--- src/hdl/assert_macros.svh ---
// Assertion macros shared by the detection candidate decode RTL.
// No dependencies; files that check their own logic include this header.
`ifndef ASSERT_MACROS_SVH
`define ASSERT_MACROS_SVH
`ifndef SYNTHESIS
// Property that must hold at every clock edge outside reset.
`define DCD_ASSERT(lbl, clk, rst_n, prop) \
    lbl: assert property (@(posedge clk) disable iff (!rst_n) prop) \
        else $error("dcd assertion failed");
// Condition that must never be true outside reset.
`define DCD_ASSERT_NEVER(lbl, clk, rst_n, cond) \
    lbl: assert property (@(posedge clk) disable iff (!rst_n) !(cond)) \
        else $error("dcd forbidden condition seen");
`else
`define DCD_ASSERT(lbl, clk, rst_n, prop)
`define DCD_ASSERT_NEVER(lbl, clk, rst_n, cond)
`endif
`endif

--- src/hdl/dcd_pkg.sv ---
`timescale 1ns / 1ps
// Package for the detection candidate decode: widths, register codes,
// row job and divider handshake types. No dependencies.
package dcd_pkg;

    // Field widths.
    localparam int VALUE_W    = 22;
    localparam int CLASS_W    = 8;
    localparam int BOX_W      = 14;
    localparam int THR_W      = 11;
    localparam int FRAME_W    = 13;
    localparam int INSZ_W     = 12;

    // Row layout and position counter.
    localparam int POS_W           = 9;
    localparam int POS_MAX         = 511;
    localparam int NUM_BOX         = 4;
    localparam int BOX_IDX_W       = 2;
    localparam int FIRST_CLASS     = 5;
    localparam int NUM_CLASSES_DEF = 80;

    // Arithmetic widths and shifts.
    localparam int PROD_W      = 2 * VALUE_W;
    localparam int CONF_FRAC   = 10;
    localparam int NUM_W       = 38;
    localparam int MAG_W       = 25;
    localparam int EDGE_SHIFT  = 11;
    localparam int EXT_SHIFT   = 10;

    // Stream and configuration port widths.
    localparam int S_TDATA_W  = 24;
    localparam int M_TDATA_W  = 88;
    localparam int CFG_IDX_W  = 2;
    localparam int CFG_DATA_W = 13;

    // Queue between front and back.
    localparam int QUEUE_DEPTH = 2;
    localparam int QPTR_W      = 1;
    localparam int QCNT_W      = 2;

    // Register reset values.
    localparam logic [THR_W-1:0]   THR_RESET     = 11'd256;
    localparam logic [FRAME_W-1:0] FRAME_W_RESET = 13'd1920;
    localparam logic [FRAME_W-1:0] FRAME_H_RESET = 13'd1080;
    localparam logic [INSZ_W-1:0]  INSZ_RESET    = 12'd640;

    typedef enum logic [CFG_IDX_W-1:0] {
        REG_THRESHOLD = 2'd0,
        REG_FRAME_WID = 2'd1,
        REG_FRAME_HGT = 2'd2,
        REG_NET_SIZE  = 2'd3
    } cfg_reg_t;

    typedef struct packed {
        logic [THR_W-1:0]   threshold;
        logic [FRAME_W-1:0] frame_width;
        logic [FRAME_W-1:0] frame_height;
        logic [INSZ_W-1:0]  net_size;
    } cfg_t;

    // One complete candidate row handed from front to back.
    typedef struct packed {
        logic signed [VALUE_W-1:0] box_cx;
        logic signed [VALUE_W-1:0] box_cy;
        logic signed [VALUE_W-1:0] box_bw;
        logic signed [VALUE_W-1:0] box_bh;
        logic signed [VALUE_W-1:0] obj;
        logic signed [VALUE_W-1:0] best;
        logic [CLASS_W-1:0]        best_index;
    } row_job_t;

    typedef enum logic [2:0] {
        BK_IDLE,
        BK_MUL,
        BK_CHECK,
        BK_PREP,
        BK_DIV_START,
        BK_DIV_WAIT,
        BK_EMIT
    } back_state_t;

    typedef struct packed {
        logic              start;
        logic [MAG_W-1:0]  dividend;
        logic [INSZ_W-1:0] divisor;
    } div_req_t;

    typedef struct packed {
        logic             busy;
        logic             done;
        logic [MAG_W-1:0] quotient;
    } div_rsp_t;

endpackage

--- src/hdl/dcd_front.sv ---
`timescale 1ns / 1ps
// Front end of the decode: tracks the row position, keeps box values and
// objectness, runs the class argmax and issues one job per full row. Uses dcd_pkg.
module dcd_front #(
    parameter int NUM_CLASSES = dcd_pkg::NUM_CLASSES_DEF
) (
    input  logic                                aclk,
    input  logic                                aresetn,
    input  logic signed [dcd_pkg::VALUE_W-1:0]  in_value,
    input  logic                                in_last,
    input  logic                                in_valid,
    output logic                                in_ready,
    output dcd_pkg::row_job_t                   job_data,
    output logic                                job_valid,
    input  logic                                job_ready
);
    import dcd_pkg::*;

    logic [POS_W-1:0]          pos_reg, pos_next;
    logic signed [VALUE_W-1:0] box_reg [NUM_BOX];
    logic signed [VALUE_W-1:0] box_next [NUM_BOX];
    logic signed [VALUE_W-1:0] obj_reg, obj_next;
    logic signed [VALUE_W-1:0] best_reg, best_next;
    logic [CLASS_W-1:0]        idx_reg, idx_next;
    logic [POS_W-1:0]          cls;
    logic                      accept;

    // An item is only taken when the queue can hold a finished row.
    assign in_ready = job_ready;
    assign accept   = in_valid && job_ready;
    assign cls      = pos_reg - POS_W'(FIRST_CLASS);

    // Classify the item by its row position and update the kept values.
    always_comb begin
        pos_next  = pos_reg;
        box_next  = box_reg;
        obj_next  = obj_reg;
        best_next = best_reg;
        idx_next  = idx_reg;
        if (accept) begin
            if (pos_reg < POS_W'(NUM_BOX)) begin
                box_next[pos_reg[BOX_IDX_W-1:0]] = in_value;
            end else if (pos_reg == POS_W'(NUM_BOX)) begin
                obj_next = in_value;
            end else if (cls < POS_W'(NUM_CLASSES)) begin
                // The first class always loads; later ones only on a strict win.
                if (cls == '0 || in_value > best_reg) begin
                    best_next = in_value;
                    idx_next  = cls[CLASS_W-1:0];
                end
            end
            if (in_last) begin
                pos_next = '0;
            end else if (pos_reg != POS_W'(POS_MAX)) begin
                pos_next = pos_reg + 1'b1;
            end
        end
    end

    // A row ending with at least one class score becomes a job.
    assign job_valid = accept && in_last && (pos_reg >= POS_W'(FIRST_CLASS));

    always_comb begin
        job_data.box_cx     = box_next[0];
        job_data.box_cy     = box_next[1];
        job_data.box_bw     = box_next[2];
        job_data.box_bh     = box_next[3];
        job_data.obj        = obj_next;
        job_data.best       = best_next;
        job_data.best_index = idx_next;
    end

    // Control state.
    always_ff @(posedge aclk) begin
        if (!aresetn) begin
            pos_reg <= '0;
            idx_reg <= '0;
        end else begin
            pos_reg <= pos_next;
            idx_reg <= idx_next;
        end
    end

    // Row payload.
    always_ff @(posedge aclk) begin
        box_reg  <= box_next;
        obj_reg  <= obj_next;
        best_reg <= best_next;
    end

endmodule

--- src/hdl/dcd_queue.sv ---
`timescale 1ns / 1ps
// Short job queue between the front and back ends of the decode.
// Uses dcd_pkg and assert_macros.svh.
`include "assert_macros.svh"
module dcd_queue (
    input  logic              aclk,
    input  logic              aresetn,
    input  dcd_pkg::row_job_t push_data,
    input  logic              push_valid,
    output logic              push_ready,
    output dcd_pkg::row_job_t pop_data,
    output logic              pop_valid,
    input  logic              pop_ready
);
    import dcd_pkg::*;

    row_job_t          mem_reg [QUEUE_DEPTH];
    logic [QPTR_W-1:0] wr_ptr_reg, wr_ptr_next;
    logic [QPTR_W-1:0] rd_ptr_reg, rd_ptr_next;
    logic [QCNT_W-1:0] count_reg, count_next;
    logic              push;
    logic              pop;

    assign push_ready = (count_reg != QCNT_W'(QUEUE_DEPTH));
    assign pop_valid  = (count_reg != '0);
    assign pop_data   = mem_reg[rd_ptr_reg];
    assign push       = push_valid && push_ready;
    assign pop        = pop_valid && pop_ready;

    // Pointer and occupancy update.
    always_comb begin
        wr_ptr_next = push ? wr_ptr_reg + 1'b1 : wr_ptr_reg;
        rd_ptr_next = pop ? rd_ptr_reg + 1'b1 : rd_ptr_reg;
        case ({push, pop})
            2'b10:   count_next = count_reg + 1'b1;
            2'b01:   count_next = count_reg - 1'b1;
            default: count_next = count_reg;
        endcase
    end

    always_ff @(posedge aclk) begin
        if (!aresetn) begin
            wr_ptr_reg <= '0;
            rd_ptr_reg <= '0;
            count_reg  <= '0;
        end else begin
            wr_ptr_reg <= wr_ptr_next;
            rd_ptr_reg <= rd_ptr_next;
            count_reg  <= count_next;
        end
    end

    // Job storage.
    always_ff @(posedge aclk) begin
        if (push) begin
            mem_reg[wr_ptr_reg] <= push_data;
        end
    end

    `DCD_ASSERT_NEVER(a_q_overflow, aclk, aresetn, push_valid && !push_ready)
    `DCD_ASSERT(a_q_count_range, aclk, aresetn, count_reg <= QCNT_W'(QUEUE_DEPTH))
    `DCD_ASSERT(a_q_ptr_match, aclk, aresetn, (wr_ptr_reg == rd_ptr_reg) == (!pop_valid || !push_ready))

endmodule

--- src/hdl/dcd_div.sv ---
`timescale 1ns / 1ps
// Restoring unsigned divider, one quotient bit per cycle, for box scaling.
// Uses dcd_pkg.
module dcd_div (
    input  logic              aclk,
    input  logic              aresetn,
    input  dcd_pkg::div_req_t req,
    output dcd_pkg::div_rsp_t rsp
);
    import dcd_pkg::*;

    localparam int CNT_W = $clog2(MAG_W);

    logic              busy_reg, busy_next;
    logic              done_reg, done_next;
    logic [CNT_W-1:0]  cnt_reg, cnt_next;
    logic [INSZ_W-1:0] rem_reg, rem_next;
    logic [MAG_W-1:0]  quo_reg, quo_next;
    logic [INSZ_W-1:0] dvs_reg, dvs_next;
    logic [INSZ_W:0]   rem_shift;
    logic [INSZ_W:0]   rem_diff;
    logic              step_bit;

    // One trial subtraction per cycle.
    assign rem_shift = {rem_reg, quo_reg[MAG_W-1]};
    assign rem_diff  = rem_shift - {1'b0, dvs_reg};
    assign step_bit  = (rem_shift >= {1'b0, dvs_reg});

    always_comb begin
        busy_next = busy_reg;
        done_next = 1'b0;
        cnt_next  = cnt_reg;
        rem_next  = rem_reg;
        quo_next  = quo_reg;
        dvs_next  = dvs_reg;
        if (req.start) begin
            busy_next = 1'b1;
            cnt_next  = CNT_W'(MAG_W - 1);
            rem_next  = '0;
            quo_next  = req.dividend;
            dvs_next  = req.divisor;
        end else if (busy_reg) begin
            quo_next = {quo_reg[MAG_W-2:0], step_bit};
            rem_next = step_bit ? rem_diff[INSZ_W-1:0] : rem_shift[INSZ_W-1:0];
            if (cnt_reg == '0) begin
                busy_next = 1'b0;
                done_next = 1'b1;
            end else begin
                cnt_next = cnt_reg - 1'b1;
            end
        end
    end

    always_ff @(posedge aclk) begin
        if (!aresetn) begin
            busy_reg <= 1'b0;
            done_reg <= 1'b0;
        end else begin
            busy_reg <= busy_next;
            done_reg <= done_next;
        end
    end

    always_ff @(posedge aclk) begin
        cnt_reg <= cnt_next;
        rem_reg <= rem_next;
        quo_reg <= quo_next;
        dvs_reg <= dvs_next;
    end

    assign rsp.busy     = busy_reg;
    assign rsp.done     = done_reg;
    assign rsp.quotient = quo_reg;

endmodule

--- src/hdl/dcd_back.sv ---
`timescale 1ns / 1ps
// Back end of the decode: confidence, threshold tests, box scaling through
// the shared divider, and the output register. Uses dcd_pkg, dcd_div, assert_macros.svh.
`include "assert_macros.svh"
module dcd_back (
    input  logic                              aclk,
    input  logic                              aresetn,
    input  dcd_pkg::cfg_t                     cfg,
    input  dcd_pkg::row_job_t                 job_data,
    input  logic                              job_valid,
    output logic                              job_ready,
    output logic [dcd_pkg::M_TDATA_W-1:0]     m_tdata,
    output logic                              m_tvalid,
    input  logic                              m_tready
);
    import dcd_pkg::*;

    back_state_t               state_reg, state_next;
    row_job_t                  job_reg, job_next;
    logic signed [PROD_W-1:0]  prod_reg, prod_next;
    logic signed [PROD_W-1:0]  prod_sh;
    logic signed [VALUE_W-1:0] conf_reg, conf_next, conf_sat;
    logic signed [VALUE_W-1:0] thr_s;
    logic                      pass;
    logic signed [NUM_W-1:0]   num_reg, num_next;
    logic [BOX_IDX_W-1:0]      k_reg, k_next;
    logic [BOX_W-1:0]          box_reg [NUM_BOX];
    logic [BOX_W-1:0]          box_next [NUM_BOX];
    logic                      out_valid_reg, out_valid_next;
    logic [M_TDATA_W-1:0]      out_data_reg, out_data_next;
    logic                      out_load;
    logic                      is_edge;
    logic signed [VALUE_W-1:0] sel_c, sel_s;
    logic signed [VALUE_W+1:0] c_ext, s_ext, term;
    logic [FRAME_W-1:0]        sel_frame;
    logic signed [FRAME_W:0]   frame_s;
    logic                      num_neg;
    logic [NUM_W-1:0]          num_mag, mag_sh;
    div_req_t                  div_req;
    div_rsp_t                  div_rsp;

    // Truncated quotient magnitude with its sign, saturated to a box field.
    function automatic logic [BOX_W-1:0] sat_box(input logic neg, input logic [MAG_W-1:0] mag);
        logic [BOX_W-1:0] r;
        if (neg) begin
            if (mag > MAG_W'(2 ** (BOX_W - 1))) begin
                r = {1'b1, {(BOX_W-1){1'b0}}};
            end else begin
                r = BOX_W'(MAG_W'(0) - mag);
            end
        end else if (mag > MAG_W'(2 ** (BOX_W - 1) - 1)) begin
            r = {1'b0, {(BOX_W-1){1'b1}}};
        end else begin
            r = mag[BOX_W-1:0];
        end
        return r;
    endfunction

    // Confidence: floor of the product over 1024, saturated to 22 bits.
    assign prod_sh = prod_reg >>> CONF_FRAC;
    always_comb begin
        if (!prod_sh[PROD_W-1] && (|prod_sh[PROD_W-2:VALUE_W-1])) begin
            conf_sat = {1'b0, {(VALUE_W-1){1'b1}}};
        end else if (prod_sh[PROD_W-1] && !(&prod_sh[PROD_W-2:VALUE_W-1])) begin
            conf_sat = {1'b1, {(VALUE_W-1){1'b0}}};
        end else begin
            conf_sat = prod_sh[VALUE_W-1:0];
        end
    end

    assign thr_s = $signed({{(VALUE_W-THR_W){1'b0}}, cfg.threshold});
    assign pass  = (job_reg.obj >= thr_s) && (conf_sat >= thr_s);

    // Operand selection: the first two steps give edges, the last two extents.
    assign is_edge   = !k_reg[1];
    assign sel_c     = k_reg[0] ? job_reg.box_cy : job_reg.box_cx;
    assign sel_s     = k_reg[0] ? job_reg.box_bh : job_reg.box_bw;
    assign sel_frame = k_reg[0] ? cfg.frame_height : cfg.frame_width;
    assign frame_s   = $signed({1'b0, sel_frame});
    assign c_ext     = (VALUE_W+2)'(sel_c);
    assign s_ext     = (VALUE_W+2)'(sel_s);
    assign term      = is_edge ? (c_ext <<< 1) - s_ext : s_ext;

    // Magnitude of the scaled numerator, pre-divided by the power-of-two part.
    assign num_neg = num_reg[NUM_W-1];
    assign num_mag = num_neg ? unsigned'(-num_reg) : unsigned'(num_reg);
    assign mag_sh  = is_edge ? (num_mag >> EDGE_SHIFT) : (num_mag >> EXT_SHIFT);

    assign div_req.start    = (state_reg == BK_DIV_START);
    assign div_req.dividend = mag_sh[MAG_W-1:0];
    assign div_req.divisor  = (cfg.net_size == '0) ? INSZ_W'(1) : cfg.net_size;

    dcd_div u_div (
        .aclk    (aclk),
        .aresetn (aresetn),
        .req     (div_req),
        .rsp     (div_rsp)
    );

    // Next state.
    always_comb begin
        state_next = state_reg;
        case (state_reg)
            BK_IDLE:      if (job_valid) state_next = BK_MUL;
            BK_MUL:       state_next = BK_CHECK;
            BK_CHECK:     state_next = pass ? BK_PREP : BK_IDLE;
            BK_PREP:      state_next = BK_DIV_START;
            BK_DIV_START: state_next = BK_DIV_WAIT;
            BK_DIV_WAIT: begin
                if (div_rsp.done) begin
                    state_next = (k_reg == BOX_IDX_W'(NUM_BOX - 1)) ? BK_EMIT : BK_PREP;
                end
            end
            BK_EMIT:      if (!out_valid_reg || m_tready) state_next = BK_IDLE;
            default:      state_next = BK_IDLE;
        endcase
    end

    // Datapath and handshake outputs per state.
    always_comb begin
        job_ready = 1'b0;
        out_load  = 1'b0;
        job_next  = job_reg;
        prod_next = prod_reg;
        conf_next = conf_reg;
        num_next  = num_reg;
        k_next    = k_reg;
        box_next  = box_reg;
        case (state_reg)
            BK_IDLE: begin
                job_ready = 1'b1;
                if (job_valid) job_next = job_data;
            end
            BK_MUL: begin
                prod_next = $signed(job_reg.best) * $signed(job_reg.obj);
            end
            BK_CHECK: begin
                conf_next = conf_sat;
                k_next    = '0;
            end
            BK_PREP: begin
                num_next = term * frame_s;
            end
            BK_DIV_WAIT: begin
                if (div_rsp.done) begin
                    box_next[k_reg] = sat_box(num_neg, div_rsp.quotient);
                    k_next          = k_reg + 1'b1;
                end
            end
            BK_EMIT: begin
                out_load = !out_valid_reg || m_tready;
            end
            default: ;
        endcase
    end

    // Output register: a finished result waits here while the next row runs.
    assign out_valid_next = out_load || (out_valid_reg && !m_tready);
    assign out_data_next  = out_load ?
        {2'b00, box_reg[3], box_reg[2], box_reg[1], box_reg[0], conf_reg,
         job_reg.best_index} : out_data_reg;

    always_ff @(posedge aclk) begin
        if (!aresetn) begin
            state_reg     <= BK_IDLE;
            k_reg         <= '0;
            out_valid_reg <= 1'b0;
        end else begin
            state_reg     <= state_next;
            k_reg         <= k_next;
            out_valid_reg <= out_valid_next;
        end
    end

    always_ff @(posedge aclk) begin
        job_reg      <= job_next;
        prod_reg     <= prod_next;
        conf_reg     <= conf_next;
        num_reg      <= num_next;
        box_reg      <= box_next;
        out_data_reg <= out_data_next;
    end

    assign m_tvalid = out_valid_reg;
    assign m_tdata  = out_data_reg;

    `DCD_ASSERT(a_div_start_free, aclk, aresetn, div_req.start |-> !div_rsp.busy)
    `DCD_ASSERT(a_out_no_overwrite, aclk, aresetn, out_load |-> (!out_valid_reg || m_tready))
    `DCD_ASSERT(a_div_done_waiting, aclk, aresetn, div_rsp.done |-> (state_reg == BK_DIV_WAIT))

endmodule

--- src/hdl/detection_candidate_decode.sv ---
`timescale 1ns / 1ps
// Top level of the detection candidate decode: configuration registers,
// front end, job queue and back end. Uses dcd_pkg, dcd_front, dcd_queue, dcd_back.
//
//  Channel  Ports                        Transaction contents
//  input    s_tvalid/s_tready/s_tdata    tdata: value[21:0]; tlast: row_end
//  result   m_tvalid/m_tready/m_tdata    tdata: class_id, confidence, box x/y/w/h
//  config   cfg_we/cfg_index/cfg_data    one register write per asserted cycle
//
// The front takes one tensor value per cycle while the two-entry job queue has room.
// A row that passes the thresholds runs the idle, multiply and check steps in the back end,
// then for each of the four box fields a setup step, a start step and a wait on the shared
// divider, and last the emit step, which loads its result.
// A row that fails either threshold returns the back end to idle after the check step.
// Reset is synchronous; no clearing pass follows it.
// A stalled result sits in the output register while the back end starts the next row.
module detection_candidate_decode #(
    parameter int NUM_CLASSES = dcd_pkg::NUM_CLASSES_DEF
) (
    input  logic                               aclk,
    input  logic                               aresetn,
    // tdata fields from bit 0: value (22 bits), zero fill (2 bits)
    input  logic [dcd_pkg::S_TDATA_W-1:0]      s_tdata,
    input  logic                               s_tlast,
    input  logic                               s_tvalid,
    output logic                               s_tready,
    // tdata fields from bit 0: class_id (8), confidence (22), box_x (14),
    // box_y (14), box_w (14), box_h (14), zero fill (2)
    output logic [dcd_pkg::M_TDATA_W-1:0]      m_tdata,
    output logic                               m_tvalid,
    input  logic                               m_tready,
    input  logic                               cfg_we,
    input  logic [dcd_pkg::CFG_IDX_W-1:0]      cfg_index,
    input  logic [dcd_pkg::CFG_DATA_W-1:0]     cfg_data
);
    import dcd_pkg::*;

    cfg_t     cfg_reg;
    row_job_t front_job;
    logic     front_job_valid;
    logic     front_job_ready;
    row_job_t back_job;
    logic     back_job_valid;
    logic     back_job_ready;

    // Configuration registers.
    always_ff @(posedge aclk) begin
        if (!aresetn) begin
            cfg_reg.threshold    <= THR_RESET;
            cfg_reg.frame_width  <= FRAME_W_RESET;
            cfg_reg.frame_height <= FRAME_H_RESET;
            cfg_reg.net_size     <= INSZ_RESET;
        end else if (cfg_we) begin
            case (cfg_reg_t'(cfg_index))
                REG_THRESHOLD:  cfg_reg.threshold    <= cfg_data[THR_W-1:0];
                REG_FRAME_WID:  cfg_reg.frame_width  <= cfg_data[FRAME_W-1:0];
                REG_FRAME_HGT:  cfg_reg.frame_height <= cfg_data[FRAME_W-1:0];
                REG_NET_SIZE:   cfg_reg.net_size     <= cfg_data[INSZ_W-1:0];
                default: ;
            endcase
        end
    end

    dcd_front #(
        .NUM_CLASSES (NUM_CLASSES)
    ) u_front (
        .aclk      (aclk),
        .aresetn   (aresetn),
        .in_value  ($signed(s_tdata[VALUE_W-1:0])),
        .in_last   (s_tlast),
        .in_valid  (s_tvalid),
        .in_ready  (s_tready),
        .job_data  (front_job),
        .job_valid (front_job_valid),
        .job_ready (front_job_ready)
    );

    dcd_queue u_queue (
        .aclk       (aclk),
        .aresetn    (aresetn),
        .push_data  (front_job),
        .push_valid (front_job_valid),
        .push_ready (front_job_ready),
        .pop_data   (back_job),
        .pop_valid  (back_job_valid),
        .pop_ready  (back_job_ready)
    );

    dcd_back u_back (
        .aclk      (aclk),
        .aresetn   (aresetn),
        .cfg       (cfg_reg),
        .job_data  (back_job),
        .job_valid (back_job_valid),
        .job_ready (back_job_ready),
        .m_tdata   (m_tdata),
        .m_tvalid  (m_tvalid),
        .m_tready  (m_tready)
    );

endmodule
--- config.mk ---
export PLATFORM = sky130hd
export DESIGN_NAME = detection_candidate_decode
export DESIGN_NICKNAME = d
export VERILOG_FILES = /design/src/hdl/dcd_pkg.sv /design/src/hdl/dcd_front.sv /design/src/hdl/dcd_queue.sv /design/src/hdl/dcd_div.sv /design/src/hdl/dcd_back.sv /design/src/hdl/detection_candidate_decode.sv
export VERILOG_INCLUDE_DIRS = /design/src /design/src/hdl
export SDC_FILE = /design/constraint.sdc
export NUM_CORES = 2
export LEC_CHECK = 0
export ABC_AREA = 1
export CAP_MARGIN = 20
export CORE_MARGIN = 2
export CORE_UTILIZATION = 25
export DETAILED_ROUTE_END_ITERATION = 7
export DONT_BUFFER_PORTS = 1
export PLACE_DENSITY = 0.4
export SKIP_CTS_REPAIR_TIMING = 1
export SYNTH_ARGS = -nofsm -noshare
export SYNTH_HDL_FRONTEND = slang
export SYNTH_SLANG_ARGS = --single-unit
--- constraint.sdc ---
create_clock -name aclk -period 11.2 [get_ports aclk]
set_clock_uncertainty 0.1 [all_clocks]
set_input_delay 1.12 -clock aclk [delete_from_list [all_inputs] [get_ports aclk]]
set_output_delay 1.12 -clock aclk [all_outputs]
set_load 0.005 [all_outputs]
* Word-level counts from Yosys, hierarchy flattened *
Memories as Yosys holds them, arrays and structs flattened. A register that Yosys moved wholly into a read port is not among the register bits.
Cells that the tools add are included.

storage, ports and cells
  bits in registers = 510
  memory bits (writable) = 280
  input port bits = 45
  memories kept = 1

memories
  name             words  width  read ports  clocked after memory_dff  wr ports  line             RTL
  u_queue.mem_reg  2      140    1           1                         1         dcd_queue.sv:17  row_job_t mem_reg [QUEUE_DEPTH];

operators by class
  add/sub/neg operators = 12
  $mul = 2
  magnitude comparators = 13
  eq/ne operators = 18
  mux-type cells = 56
  bitwise logic cells = 5
  reduce and logical (&&, ||, !) cells = 41

operators with widths
  cell                   number
  $mux 22                13
  $mux 88                2
  $bwmux 88              1
  $mux 14                6
  $mux 25                3
  $bwmux 56              1
  $demux 22 s2           1
  $ge 22x12->1           2
  $mul 22x22->44         1
  $mux 8                 5
  $mul 24x14->38         1
  $mux 36                1
  $neg 36->36            1
  $demux 14 s2           1
  $gt 25x13->1 const B   1
  $gt 25x14->1 const B   1
  $mux 24                1
  $sub 23x22->24         1
  $gt 22x22->1           1
  $pmux 3 s7             1
  $mux 9                 2
  $reduce_and 2->1       9
  $sub 1x14->14 const A  1
  $ge 13x12->1           1
  42 further kinds       89

* Depth between registers and ports, before layout *
  depth after elaboration = 9
  mapped depth = 44
  gate-level depth less buffers = 41

* Modules after synthesis *
Synthesis repeated with hierarchy kept, for this count alone.

second synthesis, totals
  cell total of the unflattened synthesis = 6984
  area, all modules = 68435.6 µm²

modules (own cells, without submodules)
  module                      times used  cells each  area an instance (µm²)
  dcd_back                    1           5112        46597.2
  dcd_queue                   1           472         10754.1
  dcd_front                   1           706         5970.7
  dcd_div                     1           395         3119.2
  detection_candidate_decode  1           299         1994.4

* Worst setup path before layout *
OpenSTA, ideal clock, no wires.

  path type = input to register
  start point = input port s_tvalid
  end point = memory u_queue.mem_reg[0][0] in the netlist's numbering, enable pin
  data arrival time = 7279 ps
  required time = 10458 ps
  path slack = 3179 ps
  stages = 4
  path buffers = 0
  cells stage by stage = nand2_1 -> inv_2 -> nand3_1 -> nor2_1

on the way
  cells in the longest elaborated chain, start to end = 6

ends and longest elaborated chain
  element                         line                              RTL
  start, declared                 detection_candidate_decode.sv:25  input logic s_tvalid,
  $logic_and 1x1->1               dcd_front.sv:30                   assign accept = in_valid && job_ready;
  $logic_and 1x1->1 (2 in a row)  dcd_front.sv:61                   assign job_valid = accept && in_last && (pos_reg >= POS_W'(FIRST_CLASS));
  $logic_and 1x1->1               dcd_queue.sv:27                   assign push = push_valid && push_ready;
  $mux 1                          dcd_queue.sv:55                   if (push) begin
  $mux 1 (implied by the code)    dcd_queue.sv:56                   mem_reg[wr_ptr_reg] <= push_data;
  end, declared                   dcd_queue.sv:17

Every way passes these cells.

* Final worst setup path *
  start point = register u_back.k_reg[0]
  end point = register u_back.num_reg[35], data pin

on the way
  cells in the longest elaborated chain, start to end = 4
  elaborated cells between the ends (all ways) = 6
  classes of those cells = 1 x add/sub; 1 x mul; 4 x mux

ends and longest elaborated chain
  element                            line                            RTL
  start, declared                    dcd_back.sv:26                  logic [BOX_IDX_W-1:0] k_reg, k_next;
  start signal, assigned             dcd_back.sv:170                 k_reg <= k_next;
  $mux 22, on equally long branches  dcd_back.sv:77, dcd_back.sv:76
  $sub 23x22->24                     dcd_back.sv:82                  assign term = is_edge ? (c_ext <<< 1) - s_ext : s_ext;
  $mux 24                            dcd_back.sv:82
  $mul 24x14->38 (*)                 dcd_back.sv:142                 num_next = term * frame_s;
  end signal, assigned               dcd_back.sv:179                 num_reg <= num_next;
  end, declared                      dcd_back.sv:25                  logic signed [NUM_W-1:0] num_reg, num_next;

Mark *: on every way between the ends. The rest lies on a longest branch, timed or not.
A chain may end at the register's enable or synchronous reset.

==> reports/results.ini <==
[logic_synthesis]
synth_cell_type_count = 57
yosys-top-cells-count = nand2_1, inv_1, fa_1
synth_top_cells_by_area = edfxtp_1, fa_1, nand2_1
synthXorXnorAreaFrac_pct = 1.52
synthCells = 7037
ys_async_sr_fraction_pct = 0
ys.flop_type = edfxtp_1
synthMuxAreaShare_pct = 0.316
synth_adder_area_share_pct = 29.8
netlist_area_um2 = 66400
synth-simple-area-share_pct = 16.1
synth_top_family_by_area = adder cells
seq_area_frac_synth_pct = 38.1
netlist.area_leader.share_pct = 31.3
synth-edff-count = 692
synth.avg_cell_area_um2 = 9.44
yosys.area.top_type = edfxtp_1
synth_seq_cells = 919
synth_compound_area_share_pct = 5.24
yosysWarnings = 0
yosysMostFrequentCell = nand2_1

[critical_path]
crit_path_top_delay_cell = dfxtp_4
crit_type = reg -> reg
timing.rr.start = u_back.k_reg[0]
endpoint_kind = register
slowest_delay_ns = 0.59
start_kind = register
cp_max_fo = 31
worstPathRequired_ns = 11.59
critPathBufInv = 7
r2r-end = u_back.num_reg[35]
worstPathArrival_ns = 9.72
r2r_slack_ns = 1.87
cpLargestDelayFamily = adder cells
worstRegToRegCells = 31

[floorplanning]
die-area_um2 = 270000
fp.dieH_um = 520
num_io_pins = 135
start_util_pct = 25.1
core-area_um2 = 265000
die_x_um = 520
fp-row-count = 189

[worst_hold_path]
min_from = u_back.conf_reg[4]
min_path_type = reg -> reg
holdPathStages = 0
whs_endpoint = u_back.m_tdata[12]

[detailed_routing]
final_antenna_net_count = 0
drc = 0
drt_iter0_drc = 2686
routed_wl_mm = 194
via_per_inst = 4.28
wire_per_inst_um = 18.3
firstDrtPassIters = 7
num_vias = 45452

[global_routing]
grt_pass1_vias = 47583
gr-usage-met3_pct = 2.30
grtUsageMet2_pct = 24.0
grt_usage_pct = 14.4
grt_max_degree = 132
busiest_layer = met2
antenna_found_initial = 10
grt_overflow = 0
use_met1_pct = 19.5
grt_pass1_wl_mm = 297

[clocking]
cts_buffer_depth = 3
cts-buffers-inserted = 103
h-tree-depth = 3
clock_sinks = 919
clock_latency_ns = 0.76
cts.clk_slew.worst_paths_ns = 0.06
cts_tree = built
root_buffer = clkbuf_16

[sta]
setup_viol = 0
setup_tns_ns = 0
hold_violations = 0
period_share_pct = 83.3
rsz0062_at_grt = false
max_slew_margin_pct = 26.9
worst_slew_pin_slew_ns = 1.10
max_freq_mhz = 107
finalCriticalPeriod_ns = 9.33
final_max_slew_viol_count = 0

[outcome]
status = complete, no violations

[layout]
drive_above_1_share_pct = 4.65
fillers = 28198
fin_nets = 8142
largest_register_ffs = 280
synthToLayoutAreaGrowth_pct = 11.6

[placement]
place_congestion = 0.872
place_hpwl_mm = 142
numPortBuffers = 0

[job]
maxCapViolCount = 0

-- area by class of cell --
class | count | area (µm²) | area share (%)
flip-flops and latches | 919 | 25300 | 34.2
diodes | 11 | 27.5 | 0.0371
well taps | 3533 | 4420 | 5.96
multi-input cells | 4540 | 35200 | 47.5
inverters | 1345 | 5060 | 6.82
clock inverters | 61 | 561 | 0.756
clock buffers | 134 | 2800 | 3.77
repair buffers | 83 | 736 | 0.992
-- logic make-up after synthesis --
family | Yosys count
DFF | 919
adders and majority gates | 1105
AOI/OAI and AO/OA | 633
xor gates and xnor gates | 115
muxes | 21
other | 1
buffers and inverters | 1579
and+or+nand+nor | 2664
-- worst reg2reg max path, delay by kind of cell (launching register included) --
family                     cells  cell delay [ns]
buffers and inverters          7             1.39
muxes                          1             0.61
xor gates and xnor gates       1             0.09
adders and majority gates      8             3.74
DFF                            1             0.59
and+or+nand+nor               14             2.56
-- routing by layer --
metal	vias up	part of all wire [%]
met5	-	0.028
met4	8	2.0
met3	205	4.4
met2	835	47
met1	22589	47
li1	21815	-
-- cells in the final DEF, fill, tap and decap left out, drive strengths merged, types with 6 or more instances in the layout --
master	netlist	layout
nand2	1840	1840
inv	1340	1345
fa	792	792
edfxtp	692	692
nor2	463	463
o21ai	325	325
ha	313	313
dfxtp	227	227
nand3	219	219
a21oi	189	189
clkbuf	207	134
buf	27	83
xor2	73	73
clkinv	5	49
xnor2	42	42
nor3	42	42
nand4	33	33
or2	32	32
o211ai	25	25
a21o	22	22
mux2i	21	21
o21bai	17	17
nor4	15	15
a31oi	14	14
diode	0	11
a21boi	10	10
nand3b	8	8
o21a	7	7
clkinvlp	0	7
o31ai	6	6
-- metrics by stage --
stage	hold slack [ns]	utilization (%)	instances	worst slack (ns)	area, µm²
floorplan	0.300	-	7038	3.18	66400
global placement	0.303	26.7	10415	1.79	70700
detailed placement	0.305	26.7	10417	1.73	70700
CTS	0.283	28.0	10612	1.75	74100
global route	0.299	28.0	10624	1.12	74200
finish	0.287	28.0	10626	1.87	74200
-- worst max-delay path by stage --
stage                          from                     to  slack [ns]  cells after the start
global placement    u_back.k_reg[0]     u_back.num_reg[28]        1.79                     33
finish              u_back.k_reg[0]     u_back.num_reg[35]        1.87                     31
detailed placement  u_back.k_reg[0]     u_back.num_reg[35]        1.73                     31
CTS                 u_back.k_reg[0]     u_back.num_reg[35]        1.75                     31
global route        u_back.k_reg[0]     u_back.num_reg[34]        1.12                     31
floorplan                  s_tvalid  u_queue.mem_reg[0][0]        3.18                      4
Power is left out: the tool's default activity adds up to more than one toggle a clock period on the data nets, which glitch-free logic cannot reach.
